[src/rtl/cnsp_pkg.sv]
// ----------------------------------------------------------------------------
// cnsp_pkg: shared types and codes of the cpio newc stream parser
// Field widths, word payload structs, result kinds and error codes.
// ----------------------------------------------------------------------------
package cnsp_pkg;

   localparam int BYTE_W = 8;
   localparam int SIZE_W = 32;
   localparam int KIND_W = 2;
   localparam int ERR_W  = 4;

   // Result kinds
   localparam logic [KIND_W-1:0] KIND_NONE     = 2'd0;
   localparam logic [KIND_W-1:0] KIND_NAME     = 2'd1;
   localparam logic [KIND_W-1:0] KIND_NAME_END = 2'd2;
   localparam logic [KIND_W-1:0] KIND_DATA     = 2'd3;

   // Input operations
   localparam logic OP_BYTE = 1'b0;
   localparam logic OP_EOS  = 1'b1;

   // Sticky error codes
   localparam logic [ERR_W-1:0] ERR_NONE    = 4'd0;
   localparam logic [ERR_W-1:0] ERR_MAGIC   = 4'd1;
   localparam logic [ERR_W-1:0] ERR_DIGIT   = 4'd2;
   localparam logic [ERR_W-1:0] ERR_NUMBER  = 4'd3;
   localparam logic [ERR_W-1:0] ERR_NAMELEN = 4'd4;
   localparam logic [ERR_W-1:0] ERR_SPACE   = 4'd5;
   localparam logic [ERR_W-1:0] ERR_UNPRINT = 4'd6;
   localparam logic [ERR_W-1:0] ERR_NONUL   = 4'd7;
   localparam logic [ERR_W-1:0] ERR_SHORT   = 4'd8;

   typedef struct packed {
      logic              operation;
      logic [BYTE_W-1:0] in_byte;
   } req_payload_type;

   typedef struct packed {
      logic [KIND_W-1:0] kind;
      logic [BYTE_W-1:0] out_byte;
      logic [SIZE_W-1:0] member_size;
      logic              is_trailer;
      logic              last_data;
      logic [ERR_W-1:0]  error_code;
      logic              archive_done;
   } rsp_payload_type;

endpackage

[src/rtl/cnsp_if.sv]
// ----------------------------------------------------------------------------
// cnsp request and response channels
// Valid/ready channels; a word moves when valid and ready are both high.
// ----------------------------------------------------------------------------
interface cnsp_req_if;
   import cnsp_pkg::*;

   logic              valid;
   logic              ready;
   logic              operation;
   logic [BYTE_W-1:0] in_byte;

   modport source (output valid, output operation, output in_byte, input ready);
   modport sink   (input valid, input operation, input in_byte, output ready);
endinterface

interface cnsp_rsp_if;
   import cnsp_pkg::*;

   logic              valid;
   logic              ready;
   logic [KIND_W-1:0] kind;
   logic [BYTE_W-1:0] out_byte;
   logic [SIZE_W-1:0] member_size;
   logic              is_trailer;
   logic              last_data;
   logic [ERR_W-1:0]  error_code;
   logic              archive_done;

   modport source (output valid, output kind, output out_byte, output member_size,
                   output is_trailer, output last_data, output error_code,
                   output archive_done, input ready);
   modport sink   (input valid, input kind, input out_byte, input member_size,
                   input is_trailer, input last_data, input error_code,
                   input archive_done, output ready);
endinterface

[src/rtl/cnsp_parse_core.sv]
// ----------------------------------------------------------------------------
// cnsp_parse_core: parser state machine and result register
// One archive word per step; state and the result word update together.
// ----------------------------------------------------------------------------
module cnsp_parse_core (
   input  logic                      clock,
   input  logic                      reset,
   input  logic                      step_en,
   input  cnsp_pkg::req_payload_type item,
   output cnsp_pkg::rsp_payload_type result
);
   import cnsp_pkg::*;

   typedef enum logic [2:0] {
      PH_MAGIC = 3'd0,
      PH_HEX   = 3'd1,
      PH_NAME  = 3'd2,
      PH_NUL   = 3'd3,
      PH_HPAD  = 3'd4,
      PH_DATA  = 3'd5,
      PH_DPAD  = 3'd6,
      PH_DONE  = 3'd7
   } phase_type;

   function automatic logic [BYTE_W-1:0] magic_char(input logic [2:0] idx);
      logic [BYTE_W-1:0] ch;
      unique case (idx)
         3'd0:    ch = "0";
         3'd1:    ch = "7";
         3'd2:    ch = "0";
         3'd3:    ch = "7";
         3'd4:    ch = "0";
         3'd5:    ch = "1";
         default: ch = 8'h00;
      endcase
      return ch;
   endfunction

   function automatic logic [BYTE_W-1:0] trailer_char(input logic [3:0] idx);
      logic [BYTE_W-1:0] ch;
      unique case (idx)
         4'd0:    ch = "T";
         4'd1:    ch = "R";
         4'd2:    ch = "A";
         4'd3:    ch = "I";
         4'd4:    ch = "L";
         4'd5:    ch = "E";
         4'd6:    ch = "R";
         4'd7:    ch = "!";
         4'd8:    ch = "!";
         4'd9:    ch = "!";
         default: ch = 8'h00;
      endcase
      return ch;
   endfunction

   // Done after the header when trailer, else the data or the next header.
   function automatic phase_type after_header(input logic trl,
                                              input logic [SIZE_W-1:0] fsize);
      phase_type ph;
      priority if (trl)            ph = PH_DONE;
      else if (fsize == '0)        ph = PH_MAGIC;
      else                         ph = PH_DATA;
      return ph;
   endfunction

   phase_type         phase_ff, phase_in;
   logic [6:0]        count_ff, count_in;
   logic [SIZE_W-1:0] acc_ff, acc_in;
   logic              seen_ff, seen_in;
   logic [SIZE_W-1:0] fsize_ff, fsize_in;
   logic [SIZE_W-1:0] name_rem_ff, name_rem_in;
   logic [SIZE_W-1:0] data_rem_ff, data_rem_in;
   logic [1:0]        offs_ff, offs_in;
   logic              trl_ff, trl_in;
   logic [ERR_W-1:0]  err_ff, err_in;

   logic [KIND_W-1:0] kind_ff, kind_in;
   logic [BYTE_W-1:0] byte_ff, byte_in;
   logic [SIZE_W-1:0] msize_ff, msize_in;
   logic              is_trl_ff, is_trl_in;
   logic              last_ff, last_in;

   logic [BYTE_W-1:0] c;
   logic              c_space;
   logic              c_hex;
   logic [3:0]        nib;
   logic              seen_now;
   logic [SIZE_W-1:0] acc_next;
   logic [3:0]        field;
   logic              name_t;

   assign c = item.in_byte;

   // Hex digit decode; a space counts as zero
   always_comb begin
      c_space = (c == " ");
      c_hex   = 1'b1;
      nib     = 4'd0;
      priority if (c >= "0" && c <= "9") begin
         nib = 4'(c - "0");
      end else if (c >= "a" && c <= "f") begin
         nib = 4'(c - "a" + 8'd10);
      end else if (c >= "A" && c <= "F") begin
         nib = 4'(c - "A" + 8'd10);
      end else begin
         c_hex = 1'b0;
      end
   end

   assign seen_now = seen_ff | c_hex;
   assign acc_next = {acc_ff[SIZE_W-5:0], nib};
   assign field    = count_ff[6:3];
   assign name_t   = trl_ff && (count_ff == 7'd10);

   always_comb begin
      phase_in    = phase_ff;
      count_in    = count_ff;
      acc_in      = acc_ff;
      seen_in     = seen_ff;
      fsize_in    = fsize_ff;
      name_rem_in = name_rem_ff;
      data_rem_in = data_rem_ff;
      offs_in     = offs_ff;
      trl_in      = trl_ff;
      err_in      = err_ff;
      kind_in     = KIND_NONE;
      byte_in     = '0;
      msize_in    = '0;
      is_trl_in   = 1'b0;
      last_in     = 1'b0;

      if (err_ff != ERR_NONE || phase_ff == PH_DONE) begin
         // ignored
      end else if (item.operation == OP_EOS) begin
         priority if (phase_ff == PH_MAGIC) err_in = ERR_MAGIC;
         else if (phase_ff == PH_HEX)       err_in = ERR_DIGIT;
         else if (phase_ff == PH_NUL)       err_in = ERR_NONUL;
         else                               err_in = ERR_SHORT;
      end else begin
         offs_in = offs_ff + 2'd1;
         unique case (phase_ff)
            PH_MAGIC: begin
               if (c != magic_char(count_ff[2:0])) begin
                  err_in = ERR_MAGIC;
               end else if (count_ff >= 7'd5) begin
                  phase_in = PH_HEX;
                  count_in = '0;
                  acc_in   = '0;
                  seen_in  = 1'b0;
               end else begin
                  count_in = count_ff + 7'd1;
               end
            end
            PH_HEX: begin
               if (c_space && seen_ff) begin
                  err_in = ERR_NUMBER;
               end else if (!c_space && !c_hex) begin
                  err_in = ERR_DIGIT;
               end else if (count_ff[2:0] != 3'd7) begin
                  acc_in   = acc_next;
                  seen_in  = seen_now;
                  count_in = count_ff + 7'd1;
               end else if (!seen_now) begin
                  err_in = ERR_NUMBER;
               end else begin
                  if (field == 4'd6)  fsize_in    = acc_next;
                  if (field == 4'd11) name_rem_in = acc_next;
                  acc_in  = '0;
                  seen_in = 1'b0;
                  if (field >= 4'd12) begin
                     // checksum field closes the header; name size was field 11
                     if (name_rem_ff < 32'd2) begin
                        err_in = ERR_NAMELEN;
                     end else begin
                        name_rem_in = name_rem_ff - 32'd1;
                        phase_in    = PH_NAME;
                        count_in    = '0;
                        trl_in      = 1'b1;
                     end
                  end else begin
                     count_in = count_ff + 7'd1;
                  end
               end
            end
            PH_NAME: begin
               priority if (c == 8'h00) begin
                  err_in = ERR_SHORT;
               end else if (c_space || (c >= 8'h09 && c <= 8'h0D)) begin
                  err_in = ERR_SPACE;
               end else if (c < 8'h20 || c > 8'h7E) begin
                  err_in = ERR_UNPRINT;
               end else begin
                  if (count_ff >= 7'd10 || c != trailer_char(count_ff[3:0])) begin
                     trl_in = 1'b0;
                  end
                  if (count_ff < 7'd11) count_in = count_ff + 7'd1;
                  kind_in     = KIND_NAME;
                  byte_in     = c;
                  name_rem_in = name_rem_ff - 32'd1;
                  if (name_rem_ff == 32'd1) phase_in = PH_NUL;
               end
            end
            PH_NUL: begin
               if (c != 8'h00) begin
                  err_in = ERR_NONUL;
               end else begin
                  kind_in   = KIND_NAME_END;
                  msize_in  = fsize_ff;
                  is_trl_in = name_t;
                  trl_in    = name_t;
                  if (offs_in == 2'd0) begin
                     phase_in    = after_header(name_t, fsize_ff);
                     count_in    = '0;
                     data_rem_in = fsize_ff;
                  end else begin
                     phase_in = PH_HPAD;
                  end
               end
            end
            PH_HPAD: begin
               if (offs_in == 2'd0) begin
                  phase_in    = after_header(trl_ff, fsize_ff);
                  count_in    = '0;
                  data_rem_in = fsize_ff;
               end
            end
            PH_DATA: begin
               kind_in     = KIND_DATA;
               byte_in     = c;
               data_rem_in = data_rem_ff - 32'd1;
               if (data_rem_ff == 32'd1) begin
                  last_in = 1'b1;
                  if (offs_in == 2'd0) begin
                     phase_in = PH_MAGIC;
                     count_in = '0;
                  end else begin
                     phase_in = PH_DPAD;
                  end
               end
            end
            PH_DPAD: begin
               if (offs_in == 2'd0) begin
                  phase_in = PH_MAGIC;
                  count_in = '0;
               end
            end
            PH_DONE: begin
               // unreachable here
            end
            default: begin
            end
         endcase
      end

      // an error blanks the result word
      if (err_in != ERR_NONE) begin
         kind_in   = KIND_NONE;
         byte_in   = '0;
         msize_in  = '0;
         is_trl_in = 1'b0;
         last_in   = 1'b0;
      end
   end

   always_ff @(posedge clock) begin
      if (reset) begin
         phase_ff    <= PH_MAGIC;
         count_ff    <= '0;
         acc_ff      <= '0;
         seen_ff     <= 1'b0;
         fsize_ff    <= '0;
         name_rem_ff <= '0;
         data_rem_ff <= '0;
         offs_ff     <= '0;
         trl_ff      <= 1'b1;
         err_ff      <= ERR_NONE;
         kind_ff     <= KIND_NONE;
         byte_ff     <= '0;
         msize_ff    <= '0;
         is_trl_ff   <= 1'b0;
         last_ff     <= 1'b0;
      end else if (step_en) begin
         phase_ff    <= phase_in;
         count_ff    <= count_in;
         acc_ff      <= acc_in;
         seen_ff     <= seen_in;
         fsize_ff    <= fsize_in;
         name_rem_ff <= name_rem_in;
         data_rem_ff <= data_rem_in;
         offs_ff     <= offs_in;
         trl_ff      <= trl_in;
         err_ff      <= err_in;
         kind_ff     <= kind_in;
         byte_ff     <= byte_in;
         msize_ff    <= msize_in;
         is_trl_ff   <= is_trl_in;
         last_ff     <= last_in;
      end
   end

   // error and done state change only on a step, so they serve the result word
   assign result.kind         = kind_ff;
   assign result.out_byte     = byte_ff;
   assign result.member_size  = msize_ff;
   assign result.is_trailer   = is_trl_ff;
   assign result.last_data    = last_ff;
   assign result.error_code   = err_ff;
   assign result.archive_done = (err_ff == ERR_NONE) && (phase_ff == PH_DONE);

`ifndef NO_ASSERTIONS
   a_error_sticky: assert property (@(posedge clock) disable iff (reset)
      (err_ff != ERR_NONE) |=> $stable(err_ff))
      else $error("sticky error changed");

   a_done_holds: assert property (@(posedge clock) disable iff (reset)
      (phase_ff == PH_DONE) |=> (phase_ff == PH_DONE))
      else $error("left done phase");

   a_name_count: assert property (@(posedge clock) disable iff (reset)
      (phase_ff == PH_NAME) |-> (name_rem_ff != '0))
      else $error("name phase with no characters left");

   a_last_is_data: assert property (@(posedge clock) disable iff (reset)
      last_ff |-> (kind_ff == KIND_DATA && err_ff == ERR_NONE))
      else $error("last flag on a non-data word");

   a_error_blanks: assert property (@(posedge clock) disable iff (reset)
      (err_ff != ERR_NONE) |-> (kind_ff == KIND_NONE && msize_ff == '0))
      else $error("result word not blanked after error");
`endif

endmodule

[src/rtl/cpio_newc_stream_parser_unit.sv]
// ----------------------------------------------------------------------------
// cpio_newc_stream_parser_unit: cpio newc archive stream parser
// Checks a 070701 archive byte by byte, emits name and data bytes.
// ----------------------------------------------------------------------------
//
//   channel   dir  handshake        payload
//   req_if    in   valid / ready    operation, in_byte
//   rsp_if    out  valid / ready    kind, out_byte, member_size, is_trailer,
//                                   last_data, error_code, archive_done
//
// Flow: every accepted word yields exactly one response word; one word per
//   cycle unless the response is held; input register, result register.
// The parser step is a single state update between those two registers.
// Reset: synchronous, active high; both stages empty, parser at the magic.
// Stalls: a held response keeps the result register; the input register
//   takes one more word, then req_if.ready drops until the result is taken.
//
module cpio_newc_stream_parser_unit (
   input  logic       clock,
   input  logic       reset,
   cnsp_req_if.sink   req_if,
   cnsp_rsp_if.source rsp_if
);
   import cnsp_pkg::*;

   logic            in_valid_ff, in_valid_in;
   req_payload_type in_item_ff, in_item_in;
   logic            out_valid_ff, out_valid_in;
   logic            advance;
   logic            req_take;
   rsp_payload_type result;

   // input word moves into the parser when the result register is free
   assign advance       = in_valid_ff && (!out_valid_ff || rsp_if.ready);
   assign req_if.ready  = !in_valid_ff || advance;
   assign req_take      = req_if.valid && req_if.ready;

   always_comb begin
      in_item_in   = in_item_ff;
      in_valid_in  = in_valid_ff;
      out_valid_in = out_valid_ff;
      if (req_take) begin
         in_item_in.operation = req_if.operation;
         in_item_in.in_byte   = req_if.in_byte;
         in_valid_in          = 1'b1;
      end else if (advance) begin
         in_valid_in = 1'b0;
      end
      if (advance) begin
         out_valid_in = 1'b1;
      end else if (rsp_if.ready) begin
         out_valid_in = 1'b0;
      end
   end

   always_ff @(posedge clock) begin
      if (reset) begin
         in_valid_ff  <= 1'b0;
         out_valid_ff <= 1'b0;
      end else begin
         in_valid_ff  <= in_valid_in;
         out_valid_ff <= out_valid_in;
      end
      in_item_ff <= in_item_in;
   end

   cnsp_parse_core u_core (
      .clock   (clock),
      .reset   (reset),
      .step_en (advance),
      .item    (in_item_ff),
      .result  (result)
   );

   assign rsp_if.valid        = out_valid_ff;
   assign rsp_if.kind         = result.kind;
   assign rsp_if.out_byte     = result.out_byte;
   assign rsp_if.member_size  = result.member_size;
   assign rsp_if.is_trailer   = result.is_trailer;
   assign rsp_if.last_data    = result.last_data;
   assign rsp_if.error_code   = result.error_code;
   assign rsp_if.archive_done = result.archive_done;

endmodule
[src/flat_wrapper.sv]
// flat-port wrapper written by rule: the top's interface ports become plain ports
module cpio_newc_stream_parser_unit_flat import cnsp_pkg::*;
  (clock, reset, req_if_valid, req_if_operation, req_if_in_byte, req_if_ready, rsp_if_valid, rsp_if_kind, rsp_if_out_byte, rsp_if_member_size, rsp_if_is_trailer, rsp_if_last_data, rsp_if_error_code, rsp_if_archive_done, rsp_if_ready);
  cnsp_req_if req_if_i ();
  cnsp_rsp_if rsp_if_i ();
  input  logic clock;
  input  logic reset;
  input wire logic [$bits(req_if_i.valid)-1:0] req_if_valid;
  input wire logic [$bits(req_if_i.operation)-1:0] req_if_operation;
  input wire logic [$bits(req_if_i.in_byte)-1:0] req_if_in_byte;
  output wire logic [$bits(req_if_i.ready)-1:0] req_if_ready;
  output wire logic [$bits(rsp_if_i.valid)-1:0] rsp_if_valid;
  output wire logic [$bits(rsp_if_i.kind)-1:0] rsp_if_kind;
  output wire logic [$bits(rsp_if_i.out_byte)-1:0] rsp_if_out_byte;
  output wire logic [$bits(rsp_if_i.member_size)-1:0] rsp_if_member_size;
  output wire logic [$bits(rsp_if_i.is_trailer)-1:0] rsp_if_is_trailer;
  output wire logic [$bits(rsp_if_i.last_data)-1:0] rsp_if_last_data;
  output wire logic [$bits(rsp_if_i.error_code)-1:0] rsp_if_error_code;
  output wire logic [$bits(rsp_if_i.archive_done)-1:0] rsp_if_archive_done;
  input wire logic [$bits(rsp_if_i.ready)-1:0] rsp_if_ready;
  assign req_if_i.valid = req_if_valid;
  assign req_if_i.operation = req_if_operation;
  assign req_if_i.in_byte = req_if_in_byte;
  assign req_if_ready = req_if_i.ready;
  assign rsp_if_valid = rsp_if_i.valid;
  assign rsp_if_kind = rsp_if_i.kind;
  assign rsp_if_out_byte = rsp_if_i.out_byte;
  assign rsp_if_member_size = rsp_if_i.member_size;
  assign rsp_if_is_trailer = rsp_if_i.is_trailer;
  assign rsp_if_last_data = rsp_if_i.last_data;
  assign rsp_if_error_code = rsp_if_i.error_code;
  assign rsp_if_archive_done = rsp_if_i.archive_done;
  assign rsp_if_i.ready = rsp_if_ready;
  cpio_newc_stream_parser_unit u_core (.clock(clock), .reset(reset), .req_if(req_if_i), .rsp_if(rsp_if_i));
endmodule
[config.mk]
export PLATFORM = sky130hd
export DESIGN_NAME = cpio_newc_stream_parser_unit_flat
export DESIGN_NICKNAME = d
export VERILOG_FILES = /design/src/rtl/cnsp_pkg.sv /design/src/rtl/cnsp_if.sv /design/src/rtl/cnsp_parse_core.sv /design/src/rtl/cpio_newc_stream_parser_unit.sv /design/src/flat_wrapper.sv
export SDC_FILE = /design/constraint.sdc
export NUM_CORES = 1
export LEC_CHECK = 0
export BUFFER_PORTS_ARGS = -buffer_cell sky130_fd_sc_hd__buf_4
export CAP_MARGIN = 25
export CORE_ASPECT_RATIO = 0.5
export CORE_MARGIN = 2
export CORE_UTILIZATION = 50
export DETAILED_ROUTE_END_ITERATION = 6
export PLACE_DENSITY = 0.82
export SLEW_MARGIN = 0
export SYNTH_ARGS = -nofsm -noshare
export SYNTH_HDL_FRONTEND = slang
export SYNTH_SLANG_ARGS = --single-unit
[constraint.sdc]
create_clock -name clock -period 3.3 [get_ports clock]
set_input_delay 0.33 -clock clock [delete_from_list [all_inputs] [get_ports clock]]
set_output_delay 0.33 -clock clock [all_outputs]
set_load 0.005 [all_outputs]
Word-level counts from Yosys, hierarchy flattened
Memories as Yosys holds them, arrays and structs flattened. A register that Yosys moved wholly into a read port is not among the register bits.
Cells that the tools add are included.
{"block": "word_totals", "reg_bits": 197, "mem_bits_ro": 112, "in_bits": 13, "elab_cells": 286, "mem_count": 1}
{"memory": "(no name shown)", "words": 16, "word_bits": 7, "read_ports": 1, "rd_ports_with_merged_regs": 1, "write_ports": 0, "line_no": "cnsp_parse_core.sv:41", "source": "unique case (idx)"}
{"block": "classes", "n_addsub": 9, "magnitude_cmp": 15, "eq_ne": 41, "n_mux": 147, "bitwise_logic": 6, "n_reduce_logical": 48}
{"operator": "$mux 32", "n": 17}
{"operator": "$mux 28", "n": 6}
{"operator": "$mux 8", "n": 15}
{"operator": "$mux 7", "n": 15}
{"operator": "$pmux 32 s3", "n": 1}
{"operator": "$mux 4", "n": 21}
{"operator": "$eq 32x1->1 const B", "n": 2}
{"operator": "$pmux 32 s2", "n": 1}
{"operator": "$sub 32x1->32 const B", "n": 2}
{"operator": "$mux 3", "n": 21}
{"operator": "$pmux 28 s2", "n": 1}
{"operator": "$pmux 7 s6", "n": 1}
{"operator": "$mux 1", "n": 37}
{"operator": "$logic_not 32->1", "n": 1}
{"operator": "$lt 32x2->1 const B", "n": 1}
{"operator": "$ne 2x2->1 const B", "n": 16}
{"operator": "$reduce_and 15->1", "n": 2}
{"operator": "$pmux 3 s7", "n": 1}
{"operator": "$reduce_and 20->1", "n": 1}
{"operator": "$eq 3x3->1 const B", "n": 6}
{"operator": "$pmux 6 s3", "n": 1}
{"operator": "$reduce_and 9->1", "n": 2}
{"operator": "$ge 8x7->1 const B", "n": 2}
{"operator": "$le 8x7->1 const B", "n": 2}
{"operator": "51 further kinds", "n": 91}

Depth between registers and ports, before layout
{"block": "depth", "ltp_word": 15, "ltp_mapped": 13}

By module
A second synthesis with hierarchy kept.
{"block": "unflattened", "hier_cells": 1387, "hier_area_um2": 10425.0}
{"module": "cnsp_parse_core", "instances": 1, "cells_per_inst": 1368, "area_each_um2": 10050.9, "seq_area_each_um2": 3863.7}
{"module": "cpio_newc_stream_parser_unit", "instances": 1, "cells_per_inst": 19, "area_each_um2": 374.1, "seq_area_each_um2": 310.3}

Worst setup path before layout
OpenSTA, ideal clock, no wires.
{"block": "synth_path", "path_kind": "reg2reg", "from": "reg u_core.in_item_ff[0] (netlist name)", "to": "reg (tool-made name)", "setup_ns": 0.064, "arrival_time_ns": 3.078, "required_time_ns": 3.236, "slack_ns": 0.158, "path_stages_with_launch": 13, "path_buffers": 2, "period_less_slack_ns": 3.142, "cell_sequence": "edfxtp_1 -> clkbuf_1 -> inv_1 -> ha_1 -> o21bai_1 -> a2111oi_4 -> nor4b_1 -> a2111oi_4 -> nand4bb_1 -> buf_2 -> mux2_4 -> o32a_1 -> nor2_1"}
{"item": "from (decl)", "line_no": "cpio_newc_stream_parser_unit.sv:27", "source": "req_payload_type in_item_ff, in_item_in;"}
{"item": "from (signal assigned)", "line_no": "cpio_newc_stream_parser_unit.sv:64", "source": "in_item_ff <= in_item_in;"}

==> impl_metrics.yaml <==
logic_synthesis:
  synthCells: 1364
  ys.flop_type: "dfxtp_1"
  synth_seq_cells: 204
  synth_fp_nets: 1391
  synth_edf_count: 9
  synthArstFlopShare_pct: 0
  ys_warn_count: 0
  ys_seq_area_share_pct: 39.6
  synth.avg_cell_area_um2: 7.72
  synthDistinctLibCells: 80
  syn_area_mm2: 0.0105
timing:
  tightest_slew_ns: 0.976
  fin_ws_ns: 0.171
  rsz0062_at_grt: "no"
  slew_headroom_pct: 34.9
  min_period_ns: 3.13
  post-route-period-util_pct: 94.8
  hold_violations: 0
  clock_skew_ns: 0.0180
  setup-tns-final_ns: 0
  finalMaxSlewViolations: 0
  timing.fmax_mhz: 320
  setup_viol: 0
min_path:
  min_path_type: "primary input to register"
  hold_depth: 1
  hold_end: "u_core.in_item_ff[1]$_DFFE_PP_"
  hold_start: "req_if_in_byte[1]"
cells_and_area:
  n_antenna_cell: 0
  drive_above_1_share_pct: 13.2
  fin_area_mm2: 0.0122
  area_growth_pct: 16.2
  nets: 1436
  layout_common_cells: "195 x nand2_1, 194 x dfxtp_1, 145 x a21oi_1, 143 x nor2_1, 122 x buf_4"
  finish.utilization_pct: 59.4
  layout_commonest_cell: "nand2_1"
route:
  met1_length_um: 14100
  via_per_inst: 6.35
  drt.antenna.violating_nets: 0
  wl_met2_um: 13700
  via_count: 10744
  wl_met3_um: 3100
  dr.first_iter.drc_count: 1341
  drc_errors: 0
  first_pass_iters: 6
  topRoutingLayerUsed: "met4"
  routedWlPerCell_um: 18.7
  wl_um: 31600
power_and_ir_drop:
  powerDensity_mw_per_mm2: 415
  peakVddDrop_mv: 0.342
  p_leak_nw: 4.41
  p_total_w: 0.00508
floorplanning:
  die_height_um: 107
  rows: 37
  die-area_mm2: 0.0223
  die_x_um: 209
  io_pins: 64
  start_util_pct: 51.1
  core_area_mm2: 0.0206
critical_path:
  critPathKind: "register to register"
  crit_arrival_ns: 3.51
  reg2reg_depth: 8
  r2r_slack_ns: 0.17
  required_ns: 3.69
  rr_startpoint: "u_core.u_core.data_rem_ff[18]$_SDFFE_PP0P_"
  start_kind: "register"
  crit_fanout: 8
  end_kind: "register"
  crit_start: "u_core.u_core.data_rem_ff[18]$_SDFFE_PP0P_"
clock_network:
  clock_tree.root_cell: "clkbuf_16"
  cts_buffers: 19
  cts.clk_slew.worst_paths_ns: 0.07
  htreeDepth: 1
  cts_buffer_depth: 3
  clkLatencyLatePin_ns: 0.51
  cts_setup_buffers: 0
  cts_sinks: 204
  cts_tree: "yes"
place:
  dpl.hpwl_um: 21900
  place.gp.congestion: 0.939
  pre_cts_ws_ns: 0.120
  io_buffer_count: 63
  placed_area_mm2: 0.0114
global_route:
  grt_overflow: 0
  grt_usage_pct: 27.6
  grt_pass1_vias: 9687
  antenna_found_initial: 0
  grt_start_max_net_pins: 84
  grt_pass1_wl_um: 50400
run:
  drv_cap: 0
run_status:
  status: "complete, no violations"
-- synthesized netlist by cell type (all sizes together) (14+ instances only) --
| library cell | count | share of area, % |
|---|---|---|
| a211oi | 44 | 3.3 |
| a21oi | 146 | 6.9 |
| a22oi | 44 | 3.2 |
| clkbuf | 97 | 3.5 |
| dfxtp | 195 | 37 |
| ha | 14 | 1.7 |
| inv | 22 | 0.78 |
| nand2 | 195 | 6.9 |
| nand2b | 14 | 0.90 |
| nand3 | 55 | 2.6 |
| nand4 | 22 | 1.3 |
| nor2 | 143 | 5.1 |
| nor3 | 46 | 2.2 |
| nor4 | 32 | 1.9 |
| o21ai | 54 | 2.6 |
| o31ai | 29 | 2.1 |
| or3 | 14 | 0.83 |
-- worst max-delay path: stages (launching register included) --
cell and delay, ns:
dfxtp_1 0.37, or4_1 0.63, nand3b_1 0.25, o31a_1 0.40, nor3b_2 0.31, and3_1 0.37
and2_1 0.20, a21oi_1 0.08, o32a_1 0.38
-- through the flow --
stage	hold slack, ns	std cells
CTS	0.00145	1693
global route	0.00965	1693
finish	0.0216	1693
global placement	0.435	1653
detailed placement	0.446	1653
floorplan	0.429	1364
-- final cells by class --
type / count / area (um^2)
Inverter: 23 / 86.3
Clock buffer: 24 / 544
Clock inverter: 8 / 121
Timing Repair Buffer: 132 / 1030
Sequential cell: 204 / 4180
Fill cell: 1814 / 8360
Multi-Input combinational cell: 1029 / 5940
Tap cell: 273 / 342
-- layer usage --
layer / global-route usage (%) / vias to the layer above
li1: - / 5065
met2: 42.3 / 543
met5: 0 / -
met3: 5.51 / 64
met4: 8.16 / 0
met1: 39.5 / 5072
-- power breakdown --
group / leakage, nW / switching, W / internal, W
registers: 1.66 / 0.0000119 / 0.00249
clock network: 0.329 / 0.000999 / 0.00140
logic: 2.42 / 0.000116 / 0.0000640
total: 4.41 / 0.00113 / 0.00396
-- sequential cells by signal (all words and copies together), names as in the netlist, named ones only --
name	count
u_core.u_core.msize_ff	32
u_core.u_core.acc_ff	28
u_core.u_core.name_rem_ff	32
u_core.u_core.kind_ff	2
u_core.u_core.last_ff	1
u_core.u_core.byte_ff	8
u_core.u_core.err_ff	4
u_core.rsp_if.valid	1
u_core.u_core.count_ff	7
u_core.u_core.phase_ff	3
u_core.u_core.trl_ff	1
u_core.in_valid_ff	1
u_core.in_item_ff	9
u_core.u_core.is_trl_ff	1
u_core.u_core.data_rem_ff	32
u_core.u_core.offs_ff	2
u_core.u_core.seen_ff	1
u_core.u_core.fsize_ff	32
-- worst max-delay path by stage --
| stage | endpoint | slack [ns] |
|---|---|---|
| final | register | 0.17 |
| after global routing | register | 0.009 |
| after CTS | register | 0.08 |
| after detailed placement | register | 0.12 |
| after floorplan | register | 0.16 |
| after global placement | register | 0.22 |
-- timing repair --
item	CTS	global route
hold buffers	8	0
endpoints found under the setup margin	0	53
endpoints found under the hold margin	8	0
resized for setup	0	9
-- cell families after synthesis --
| family | Yosys count | share of synthesized area [%] |
|---|---|---|
| multiplexers | 4 | 0.427 |
| XOR/XNOR | 12 | 0.997 |
| buffers and inverters | 131 | 4.80 |
| flip-flops | 204 | 39.6 |
| adder cells (fa/ha/maj) | 14 | 1.66 |
| AND/OR/NAND/NOR | 586 | 26.5 |
| AO/OA/AOI/OAI | 413 | 26.0 |
No activity file was read; power rests on OpenSTA's default activity.
